[src/hdl/thfc_pkg.sv]
// ----------------------------------------------------------------------------
// thfc_pkg
// Shared types, format codes and constants of the tape header format
// classifier.
// ----------------------------------------------------------------------------
package thfc_pkg;

	// header position counter width, enough for the longest header
	localparam int unsigned POS_W = 7;
	localparam int unsigned COMMENT_BYTES_DEF = 104;

	// item kinds
	localparam logic KIND_LEADER = 1'b0;
	localparam logic KIND_HEADER = 1'b1;

	// tape format codes
	typedef enum logic [3:0] {
		FMT_UNKNOWN = 4'd0,
		FMT_DIRECT  = 4'd1,
		FMT_NORMAL  = 4'd2,
		FMT_ZX      = 4'd3,
		FMT_FASTIPL = 4'd4,
		FMT_TURBO   = 4'd5,
		FMT_FSK     = 4'd6,
		FMT_SLOW    = 4'd7,
		FMT_BSD     = 4'd8,
		FMT_CPM     = 4'd9
	} fmt_t;

	// input transaction
	typedef struct packed {
		logic        kind;
		logic [15:0] leader_period;
		logic [7:0]  header_byte;
	} item_t;

	// result transaction
	typedef struct packed {
		fmt_t tape_format;
		logic from_header;
	} result_t;

	// header layout
	localparam logic [POS_W-1:0] POS_TYPE     = 7'd0;
	localparam logic [POS_W-1:0] POS_SIZE_LO  = 7'd18;
	localparam logic [POS_W-1:0] POS_SIZE_HI  = 7'd19;
	localparam logic [POS_W-1:0] POS_START_LO = 7'd20;
	localparam logic [POS_W-1:0] POS_START_HI = 7'd21;
	localparam logic [POS_W-1:0] POS_EXEC_LO  = 7'd22;
	localparam logic [POS_W-1:0] POS_EXEC_HI  = 7'd23;
	localparam logic [POS_W-1:0] POS_COMMENT  = 7'd24;

	// comment offsets of the loader fields
	localparam logic [POS_W-1:0] CMT_LDSIZE_LO = 7'd1;
	localparam logic [POS_W-1:0] CMT_LDSIZE_HI = 7'd2;
	localparam logic [POS_W-1:0] CMT_LDFROM_LO = 7'd3;
	localparam logic [POS_W-1:0] CMT_LDFROM_HI = 7'd4;
	localparam logic [POS_W-1:0] CMT_OPCODE_LO = 7'd8;
	localparam logic [POS_W-1:0] CMT_OPCODE_HI = 7'd11;

	// leader period limits in 1/16 us
	localparam logic [15:0] PERIOD_DIRECT_LIMIT = 16'd1120;
	localparam logic [15:0] PERIOD_NORMAL_LIMIT = 16'd8000;
	localparam logic [15:0] PERIOD_ZX_LIMIT     = 16'd12800;

	// header field values
	localparam logic [7:0]  TYPE_FASTIPL     = 8'hBB;
	localparam logic [7:0]  TYPE_BSD         = 8'h04;
	localparam logic [7:0]  TYPE_CPM         = 8'h22;
	localparam logic [15:0] LOADER_EXEC      = 16'h1110;
	localparam logic [15:0] LOADER_START     = 16'h1200;
	localparam logic [15:0] PRELOAD_ADDR     = 16'hD400;
	localparam logic [15:0] BODY_FSK         = 16'd191;
	localparam logic [15:0] BODY_SLOW        = 16'd249;
	localparam logic [15:0] BODY_DIRECT      = 16'd360;
	localparam logic [15:0] PRELOAD_MAX_SIZE = 16'd500;
	localparam logic [15:0] BODY_TOLERANCE   = 16'd10;

	// seven-byte comment signature, first byte in the top byte
	localparam logic [55:0] SIG_PACKED = 56'h4E4950534F4654;

	// expected loader opcode bytes in comment bytes 8..11
	function automatic logic [7:0] opcode_byte(input logic [1:0] idx);
		logic [7:0] b;
		case (idx)
			2'd0:    b = 8'h3E;
			2'd1:    b = 8'h08;
			2'd2:    b = 8'hD3;
			default: b = 8'hCE;
		endcase
		return b;
	endfunction

	// preliminary format from the leader period
	function automatic fmt_t leader_class(input logic [15:0] p);
		fmt_t f;
		if (p < PERIOD_DIRECT_LIMIT) begin
			f = FMT_DIRECT;
		end else if (p < PERIOD_NORMAL_LIMIT) begin
			f = FMT_NORMAL;
		end else if (p < PERIOD_ZX_LIMIT) begin
			f = FMT_ZX;
		end else begin
			f = FMT_UNKNOWN;
		end
		return f;
	endfunction

endpackage

[src/hdl/tape_header_format_classifier.sv]
// ----------------------------------------------------------------------------
// tape_header_format_classifier
// Sorts a tape into a format from its leader period and its header bytes.
// ----------------------------------------------------------------------------
// Usage:
//   item channel (item_valid / item_ready / item) carries either a leader
//   transaction (kind 0, leader_period) or one header byte (kind 1,
//   header_byte), header bytes in tape order starting at the type byte.
//   result channel (result_valid / result_ready / result) returns one
//   transaction per leader (preliminary format, from_header 0) and one per
//   complete header of 24 + COMMENT_BYTES bytes (final format, from_header 1).
//   Other header bytes give no result.
// Timing: a result is registered; an accepted transaction waits in the input
//   register, and its result is loaded into the result register when the
//   transaction advances, which a pending result can hold back.
// Throughput: one transaction per cycle unless stalled; the classification
//   is a single level of compares between the input and result registers.
// Reset: empties both registers and clears the header state; the header
//   position returns to the type byte and the preliminary format to unknown.
// Stall: a pending result holds in the result register; transactions that
//   give no result keep moving past it, and one that gives a result waits in
//   the input register, so item_ready drops only when both are full.
// ----------------------------------------------------------------------------
module tape_header_format_classifier #(
	parameter int unsigned COMMENT_BYTES = thfc_pkg::COMMENT_BYTES_DEF
) (
	input  logic              clk,
	input  logic              arst_n,
	input  logic              item_valid,
	output logic              item_ready,
	input  thfc_pkg::item_t   item,
	output logic              result_valid,
	input  logic              result_ready,
	output thfc_pkg::result_t result
);
	import thfc_pkg::*;

	logic    valid_s1;
	item_t   item_s1;
	logic    advance;
	logic    has_result;
	result_t core_result;
	logic    result_valid_q;
	result_t result_q;

	// classification core with the header state
	thfc_core #(
		.COMMENT_BYTES(COMMENT_BYTES)
	) u_core (
		.clk       (clk),
		.arst_n    (arst_n),
		.take      (advance),
		.item      (item_s1),
		.has_result(has_result),
		.result    (core_result)
	);

	// staged transaction moves on unless its result has nowhere to go
	assign advance    = valid_s1 && (!has_result || !result_valid_q || result_ready);
	assign item_ready = !valid_s1 || advance;

	// input register
	always_ff @(posedge clk or negedge arst_n) begin
		if (!arst_n) begin
			valid_s1 <= 1'b0;
		end else if (item_ready) begin
			valid_s1 <= item_valid;
		end
	end

	always_ff @(posedge clk) begin
		if (item_ready && item_valid) begin
			item_s1 <= item;
		end
	end

	// result register
	always_ff @(posedge clk or negedge arst_n) begin
		if (!arst_n) begin
			result_valid_q <= 1'b0;
		end else if (advance && has_result) begin
			result_valid_q <= 1'b1;
		end else if (result_ready) begin
			result_valid_q <= 1'b0;
		end
	end

	always_ff @(posedge clk) begin
		if (advance && has_result) begin
			result_q <= core_result;
		end
	end

	assign result_valid = result_valid_q;
	assign result       = result_q;

	// a leader transaction always yields a leader result next cycle
	a_leader_result: assert property (@(posedge clk) disable iff (!arst_n)
		advance && item_s1.kind == KIND_LEADER |=> result_valid && !result.from_header)
		else $error("leader transaction did not produce a leader result");

	// leader results only carry speed-class formats
	a_leader_format: assert property (@(posedge clk) disable iff (!arst_n)
		result_valid && !result.from_header |->
		result.tape_format == FMT_UNKNOWN || result.tape_format == FMT_DIRECT ||
		result.tape_format == FMT_NORMAL || result.tape_format == FMT_ZX)
		else $error("leader result with a header-only format");

	// back-pressure only when both stages hold work
	a_ready_cause: assert property (@(posedge clk) disable iff (!arst_n)
		!item_ready |-> valid_s1 && has_result && result_valid_q && !result_ready)
		else $error("item_ready low without a full pipeline");

	// a stalled result is never overwritten
	a_no_overwrite: assert property (@(posedge clk) disable iff (!arst_n)
		result_valid_q && !result_ready |-> !(advance && has_result))
		else $error("pending result overwritten");

endmodule

[src/hdl/thfc_core.sv]
// ----------------------------------------------------------------------------
// thfc_core
// Header parsing state and classification logic. Computes the result of the
// staged transaction combinationally and updates the header state on take.
// ----------------------------------------------------------------------------
module thfc_core #(
	parameter int unsigned COMMENT_BYTES = thfc_pkg::COMMENT_BYTES_DEF
) (
	input  logic              clk,
	input  logic              arst_n,
	input  logic              take,
	input  thfc_pkg::item_t   item,
	output logic              has_result,
	output thfc_pkg::result_t result
);
	import thfc_pkg::*;

	localparam logic [POS_W-1:0] POS_LAST = POS_W'(POS_COMMENT + COMMENT_BYTES - 1);

	logic [POS_W-1:0] pos_q, pos_d;
	fmt_t             prelim_q, prelim_d;
	logic [7:0]       type_q, type_d;
	logic [15:0]      size_q, size_d;
	logic [15:0]      start_q, start_d;
	logic [15:0]      exec_q, exec_d;
	logic [15:0]      ldsize_q, ldsize_d;
	logic [15:0]      ldfrom_q, ldfrom_d;
	logic [47:0]      window_q, window_d;
	logic             sig_q, sig_d;
	logic             opok_q, opok_d;
	logic [55:0]      seq;
	logic [POS_W-1:0] cmt;
	fmt_t             leader_fmt;

	function automatic logic near(input logic [15:0] v, input logic [15:0] centre);
		return (v >= centre - BODY_TOLERANCE) && (v <= centre + BODY_TOLERANCE);
	endfunction

	// final format, first match in priority order wins
	function automatic fmt_t final_class(
		input logic [7:0]  t,
		input logic [15:0] sz,
		input logic [15:0] st,
		input logic [15:0] ex,
		input logic [15:0] lsz,
		input logic [15:0] lfr,
		input logic        sig,
		input logic        opok,
		input fmt_t        prelim
	);
		fmt_t f;
		if (t == TYPE_FASTIPL) begin
			f = FMT_FASTIPL;
		end else if (sig) begin
			f = FMT_TURBO;
		end else if (sz == 16'd0 && ex == LOADER_EXEC && st == LOADER_START && opok) begin
			if (lfr == PRELOAD_ADDR && lsz == BODY_FSK) begin
				f = FMT_FSK;
			end else if (lfr == PRELOAD_ADDR && lsz == BODY_SLOW) begin
				f = FMT_SLOW;
			end else if (lfr == PRELOAD_ADDR && lsz == BODY_DIRECT) begin
				f = FMT_DIRECT;
			end else begin
				f = FMT_TURBO;
			end
		end else if (st == PRELOAD_ADDR && ex == PRELOAD_ADDR && sz != 16'd0 &&
			sz <= PRELOAD_MAX_SIZE) begin
			if (near(sz, BODY_DIRECT)) begin
				f = FMT_DIRECT;
			end else if (near(sz, BODY_SLOW)) begin
				f = FMT_SLOW;
			end else if (near(sz, BODY_FSK)) begin
				f = FMT_FSK;
			end else begin
				f = FMT_TURBO;
			end
		end else if (t == TYPE_BSD && sz == 16'd0 && st == 16'd0 && ex == 16'd0) begin
			f = FMT_BSD;
		end else if (t == TYPE_CPM) begin
			f = FMT_CPM;
		end else begin
			f = prelim;
		end
		return f;
	endfunction

	// comment shift sequence and offset
	assign seq        = {window_q, item.header_byte};
	assign cmt        = pos_q - POS_COMMENT;
	assign leader_fmt = leader_class(item.leader_period);

	// next header state and result of the staged transaction
	always_comb begin
		pos_d      = pos_q;
		prelim_d   = prelim_q;
		type_d     = type_q;
		size_d     = size_q;
		start_d    = start_q;
		exec_d     = exec_q;
		ldsize_d   = ldsize_q;
		ldfrom_d   = ldfrom_q;
		window_d   = window_q;
		sig_d      = sig_q;
		opok_d     = opok_q;
		has_result = 1'b0;
		result     = '{tape_format: FMT_UNKNOWN, from_header: 1'b0};
		if (item.kind == KIND_LEADER) begin
			prelim_d   = leader_fmt;
			pos_d      = POS_TYPE;
			has_result = 1'b1;
			result     = '{tape_format: leader_fmt, from_header: 1'b0};
		end else begin
			if (pos_q == POS_TYPE) begin
				type_d   = item.header_byte;
				size_d   = '0;
				start_d  = '0;
				exec_d   = '0;
				ldsize_d = '0;
				ldfrom_d = '0;
				window_d = '0;
				sig_d    = 1'b0;
				opok_d   = 1'b1;
			end else if (pos_q == POS_SIZE_LO) begin
				size_d[7:0] = item.header_byte;
			end else if (pos_q == POS_SIZE_HI) begin
				size_d[15:8] = item.header_byte;
			end else if (pos_q == POS_START_LO) begin
				start_d[7:0] = item.header_byte;
			end else if (pos_q == POS_START_HI) begin
				start_d[15:8] = item.header_byte;
			end else if (pos_q == POS_EXEC_LO) begin
				exec_d[7:0] = item.header_byte;
			end else if (pos_q == POS_EXEC_HI) begin
				exec_d[15:8] = item.header_byte;
			end else if (pos_q >= POS_COMMENT && pos_q <= POS_LAST) begin
				if (seq == SIG_PACKED) begin
					sig_d = 1'b1;
				end
				window_d = seq[47:0];
				if (cmt == CMT_LDSIZE_LO) begin
					ldsize_d[7:0] = item.header_byte;
				end else if (cmt == CMT_LDSIZE_HI) begin
					ldsize_d[15:8] = item.header_byte;
				end else if (cmt == CMT_LDFROM_LO) begin
					ldfrom_d[7:0] = item.header_byte;
				end else if (cmt == CMT_LDFROM_HI) begin
					ldfrom_d[15:8] = item.header_byte;
				end else if (cmt >= CMT_OPCODE_LO && cmt <= CMT_OPCODE_HI &&
					item.header_byte != opcode_byte(cmt[1:0])) begin
					opok_d = 1'b0;
				end
			end
			// last header byte closes the header
			if (pos_q >= POS_LAST) begin
				pos_d      = POS_TYPE;
				has_result = 1'b1;
				result     = '{tape_format: final_class(type_d, size_d, start_d, exec_d,
					ldsize_d, ldfrom_d, sig_d, opok_d, prelim_q), from_header: 1'b1};
			end else begin
				pos_d = pos_q + 1'b1;
			end
		end
	end

	// header state registers
	always_ff @(posedge clk or negedge arst_n) begin
		if (!arst_n) begin
			pos_q    <= POS_TYPE;
			prelim_q <= FMT_UNKNOWN;
			type_q   <= '0;
			size_q   <= '0;
			start_q  <= '0;
			exec_q   <= '0;
			ldsize_q <= '0;
			ldfrom_q <= '0;
			window_q <= '0;
			sig_q    <= 1'b0;
			opok_q   <= 1'b1;
		end else if (take) begin
			pos_q    <= pos_d;
			prelim_q <= prelim_d;
			type_q   <= type_d;
			size_q   <= size_d;
			start_q  <= start_d;
			exec_q   <= exec_d;
			ldsize_q <= ldsize_d;
			ldfrom_q <= ldfrom_d;
			window_q <= window_d;
			sig_q    <= sig_d;
			opok_q   <= opok_d;
		end
	end

endmodule

[config.mk]
export PLATFORM = sky130hd
export DESIGN_NAME = tape_header_format_classifier
export DESIGN_NICKNAME = d
export VERILOG_FILES = /design/src/hdl/thfc_pkg.sv /design/src/hdl/tape_header_format_classifier.sv /design/src/hdl/thfc_core.sv
export SDC_FILE = /design/constraint.sdc
export NUM_CORES = 1
export LEC_CHECK = 0
export ABC_AREA = 1
export BUFFER_PORTS_ARGS = -buffer_cell sky130_fd_sc_hd__buf_2
export CAP_MARGIN = 15
export CORE_MARGIN = 10
export CORE_UTILIZATION = 41
export DETAILED_ROUTE_END_ITERATION = 10
export GPL_TIMING_DRIVEN = 0
export SLEW_MARGIN = 30
export SYNTH_ARGS = -nofsm -noshare
export SYNTH_HDL_FRONTEND = slang
export SYNTH_SLANG_ARGS = --single-unit
[constraint.sdc]
create_clock -name clk -period 6.5 [get_ports clk]
set_input_delay 0.325 -clock clk [delete_from_list [all_inputs] [get_ports clk]]
set_output_delay 0.325 -clock clk [all_outputs]
set_load 0.005 [all_outputs]
==> summary.md <==
| Metric | Value |
|---|---|
| Share of layout cells above drive strength 1 | `0.101` |
| RSZ-0062 raised after global routing | `false` |
| PortBufs | `30` |
| Setup TNS | `0 ns` |
| Sequential share of the synthesized area | `0.438` |
| Sequence of cells on the critical path | `inv_1, ha_1, nand4_2, buf_2, clkbuf_1, o21ai_0, nor2_1, nand2_1, nor2_1, nand2_1, nor2_1, nand4_1, a21oi_1, nand2_1, nand2_1, nand2_1` |
| Tcrit/Tclk final | `0.565` |
| Primary FF master, synth | `dfrtp_1` |
| DRC | `0` |
| Sink Count | `174` |
| Ports | `36` |
| Most frequent cells in the layout | `nand2_1, inv_1, nand3_1` |
| Largest net degree at the start of global routing | `83` |
| Final Slew Violations | `0` |
| Core Area | `0.0244 mm2` |
| Cts hold-fix bufs | `1` |
| Crit. End Element | `flop` |
| Number of global-route vias before repair | `9161` |
| Die height | `178 um` |
| Critical path class | `flop to flop` |
| Critical path startpoint category | `flop` |
| Diode count | `0` |
| Critical Path AT | `3.88 ns` |
| Rel. slew slack | `0.419` |
| Final setup violation count | `0` |
| FP Rows | `57` |
| CP required | `6.70 ns` |
| Pleak | `0.00536 uW` |
| Synthesized flop and latch total | `174` |
| Worst path slowest cell | `clkbuf_1` |
| Most frequent CP cell | `nand2_1` |
| Total CTS buffers | `17` |
| Synth Instances | `1411` |
| Routed vias/inst | `5.32` |
| Final Skew | `0.0131 ns` |
| Yosys warning count | `0` |
| Unique masters post-synth | `43` |
| Max-cap violations | `0` |
| Antenna violations before repair | `0` |
| Post-Syn Area | `0.0102 mm2` |
| Fraction of registers with async set/reset | `0.856` |
| PnR worst setup slack | `2.82 ns` |
| First-pass GRT wire length | `50.1 mm` |
| Final Net Count | `1497` |
| Die Area | `0.0316 mm2` |
| Worst-Skew Late Latency | `0.45 ns` |
| Final Cell Area | `0.0114 mm2` |
| Overall Power | `3190 uW` |
| Wire per inst | `16.9 um` |
| Remaining Overflow, GRT | `0` |
| Htree depth | `4` |
| Starting Density | `0.419` |
| Minimum clock period | `3.68 ns` |
| Detailed Route WL | `30.5 mm` |
| Via count | `9576` |
| Slew at the pin with the worst max-slew slack | `0.871 ns` |
| CTS tree | `yes` |
| Number of synthesized flops with an enable pin | `25` |
| Routability cong. | `0.929` |
| Worst IR Drop VDD | `0.000158 V` |
| CTS root buffer | `clkbuf_16` |
| Crit path largest cell delay | `0.50 ns` |
| Most common cell after layout, fill and taps aside | `nand2_1` |
| WHS | `0.0472 ns` |
| Syn-to-layout area delta | `11.8%` |
| Placed inst area | `0.0108 mm2` |
| Total global-route track usage | `0.198` |
| Status | `completed` |
| Post-CTS sizing | `0` |
| Clock tree buffer depth | `2` |
| Pre-antenna DRT Iters | `5` |
| 1st-iter DRT viols | `862` |
| Fin. Hold Viols | `0` |
| Syn_nets | `1446` |
| Post-DP HPWL | `22.2 mm` |
| Mean area per synthesized cell | `7.24 um2` |
| Clk slew on worst S/H paths | `0.08 ns` |
| Crit Path Max Fanout | `10` |
| # fillers | `2500` |
| Routed Antenna Nets | `0` |
| Post-CTS Setup Bufs | `0` |
| Chip Width | `178 um` |
| Fmax | `272 MHz` |
| Worst min path class | `input port to flop` |
| Post-Place Setup Slack | `3.00 ns` |
| Pwr dens | `279 mW/mm2` |
[metal layers]
layer | wire length, um | track usage | share of wire | vias up
met4 | 639 | 0.0601 | 0.021 | 0
met5 | 0 | 0 | 0 | -
met1 | 14100 | 0.271 | 0.46 | 4500
li1 | - | - | - | 4721
met2 | 13800 | 0.312 | 0.45 | 304
met3 | 1920 | 0.0351 | 0.063 | 51
[registers in the layout, summed over array words and instances (netlist names)]
name and flops:
item_s1 20, result 5, result_valid 1, u_core.exec_q 16, u_core.ldfrom_q 16, u_core.ldsize_q 16, u_core.opok_q 1, u_core.pos_q 7
u_core.prelim_q 2, u_core.sig_q 1, u_core.size_q 16, u_core.start_q 16, u_core.type_q 8, u_core.window_q 48, valid_s1 1
[synthesized netlist by cell type, types with 6 or more instances]
cell | n | area share
a21oi_1 | 31 | 0.015
buf_2 | 22 | 0.011
clkbuf_1 | 30 | 0.011
dfrtp_1 | 148 | 0.36
edfxtp_1 | 25 | 0.073
ha_1 | 6 | 0.0073
inv_1 | 192 | 0.071
nand2_1 | 318 | 0.12
nand2_2 | 9 | 0.0055
nand3_1 | 186 | 0.091
nand3_2 | 9 | 0.0088
nand4_1 | 44 | 0.027
nor2_1 | 123 | 0.045
nor2_2 | 11 | 0.0067
nor2_4 | 10 | 0.011
nor3_1 | 11 | 0.0054
nor4_1 | 12 | 0.0073
o21ai_0 | 172 | 0.084
o21ai_1 | 8 | 0.0039
[logic make-up (layout without fill, tap and decap cells)]
logic type / after synthesis / after routing / synth area share
and+or+nand+nor: 747 / 747 / 0.340
buffers and inverters: 259 / 323 / 0.100
AOI/OAI and AO/OA: 223 / 223 / 0.112
DFF: 174 / 174 / 0.438
adders and majority gates: 6 / 6 / 0.00735
xor gates and xnor gates: 1 / 1 / 0.000857
muxes: 1 / 1 / 0.00110
[report_power, final]
group          total (uW)  switching, uW  internal [uW]
sequential           1420            123           1300
clock                1040            517            520
combinational         731            527            204
[worst paths after layout]
| check | slack, ns | cells past startpoint | from | to |
|---|---|---|---|---|
| worst max-delay path | 2.82 | 16 | u_core.pos_q[0]$_DFFE_PN0P_ | result[1]$_DFFE_PP_ |
| worst min-delay path | 0.05 | 1 | item[15] | item_s1[15]$_DFFE_PP_ |
| worst max register to register | 2.82 | 16 | u_core.pos_q[0]$_DFFE_PN0P_ | result[1]$_DFFE_PP_ |
| worst min register to register | 0.48 | 2 | u_core.ldsize_q[3]$_DFFE_PN0P_ | u_core.ldsize_q[3]$_DFFE_PN0P_ |
| max in group asynchronous | 5.24 | 3 | arst_n | u_core.opok_q$_DFFE_PN1P_ |
| min in group asynchronous | 0.43 | 2 | arst_n | u_core.pos_q[5]$_DFFE_PN0P_ |
[area by class of cell]
type,instances,area [um2],share of cell area
well taps,324,405,0.0355
clock buffers,18,429,0.0376
multi-input cells,978,4710,0.412
repair buffers,32,198,0.0173
clock inverters,14,175,0.0153
flip-flops and latches,174,4480,0.392
inverters,201,757,0.0662
plain buffers,58,269,0.0235
[through the flow]
step           utilization  std cells
6_report             0.469       1799
5_1_grt              0.469       1799
4_1_cts              0.469       1799
3_5_place_dp         0.443       1766
3_3_place_gp         0.442       1765
2_1_floorplan            -       1411
[critical path: cells and delay by family, from the launching register on]
family          cells  cell delay [ns]
compound gates      2             0.38
fa+ha+maj           1             0.31
buf+inv             3             0.88
flops               1             0.44
simple gates       10             1.41
Power figures use the tool's default switching activity.
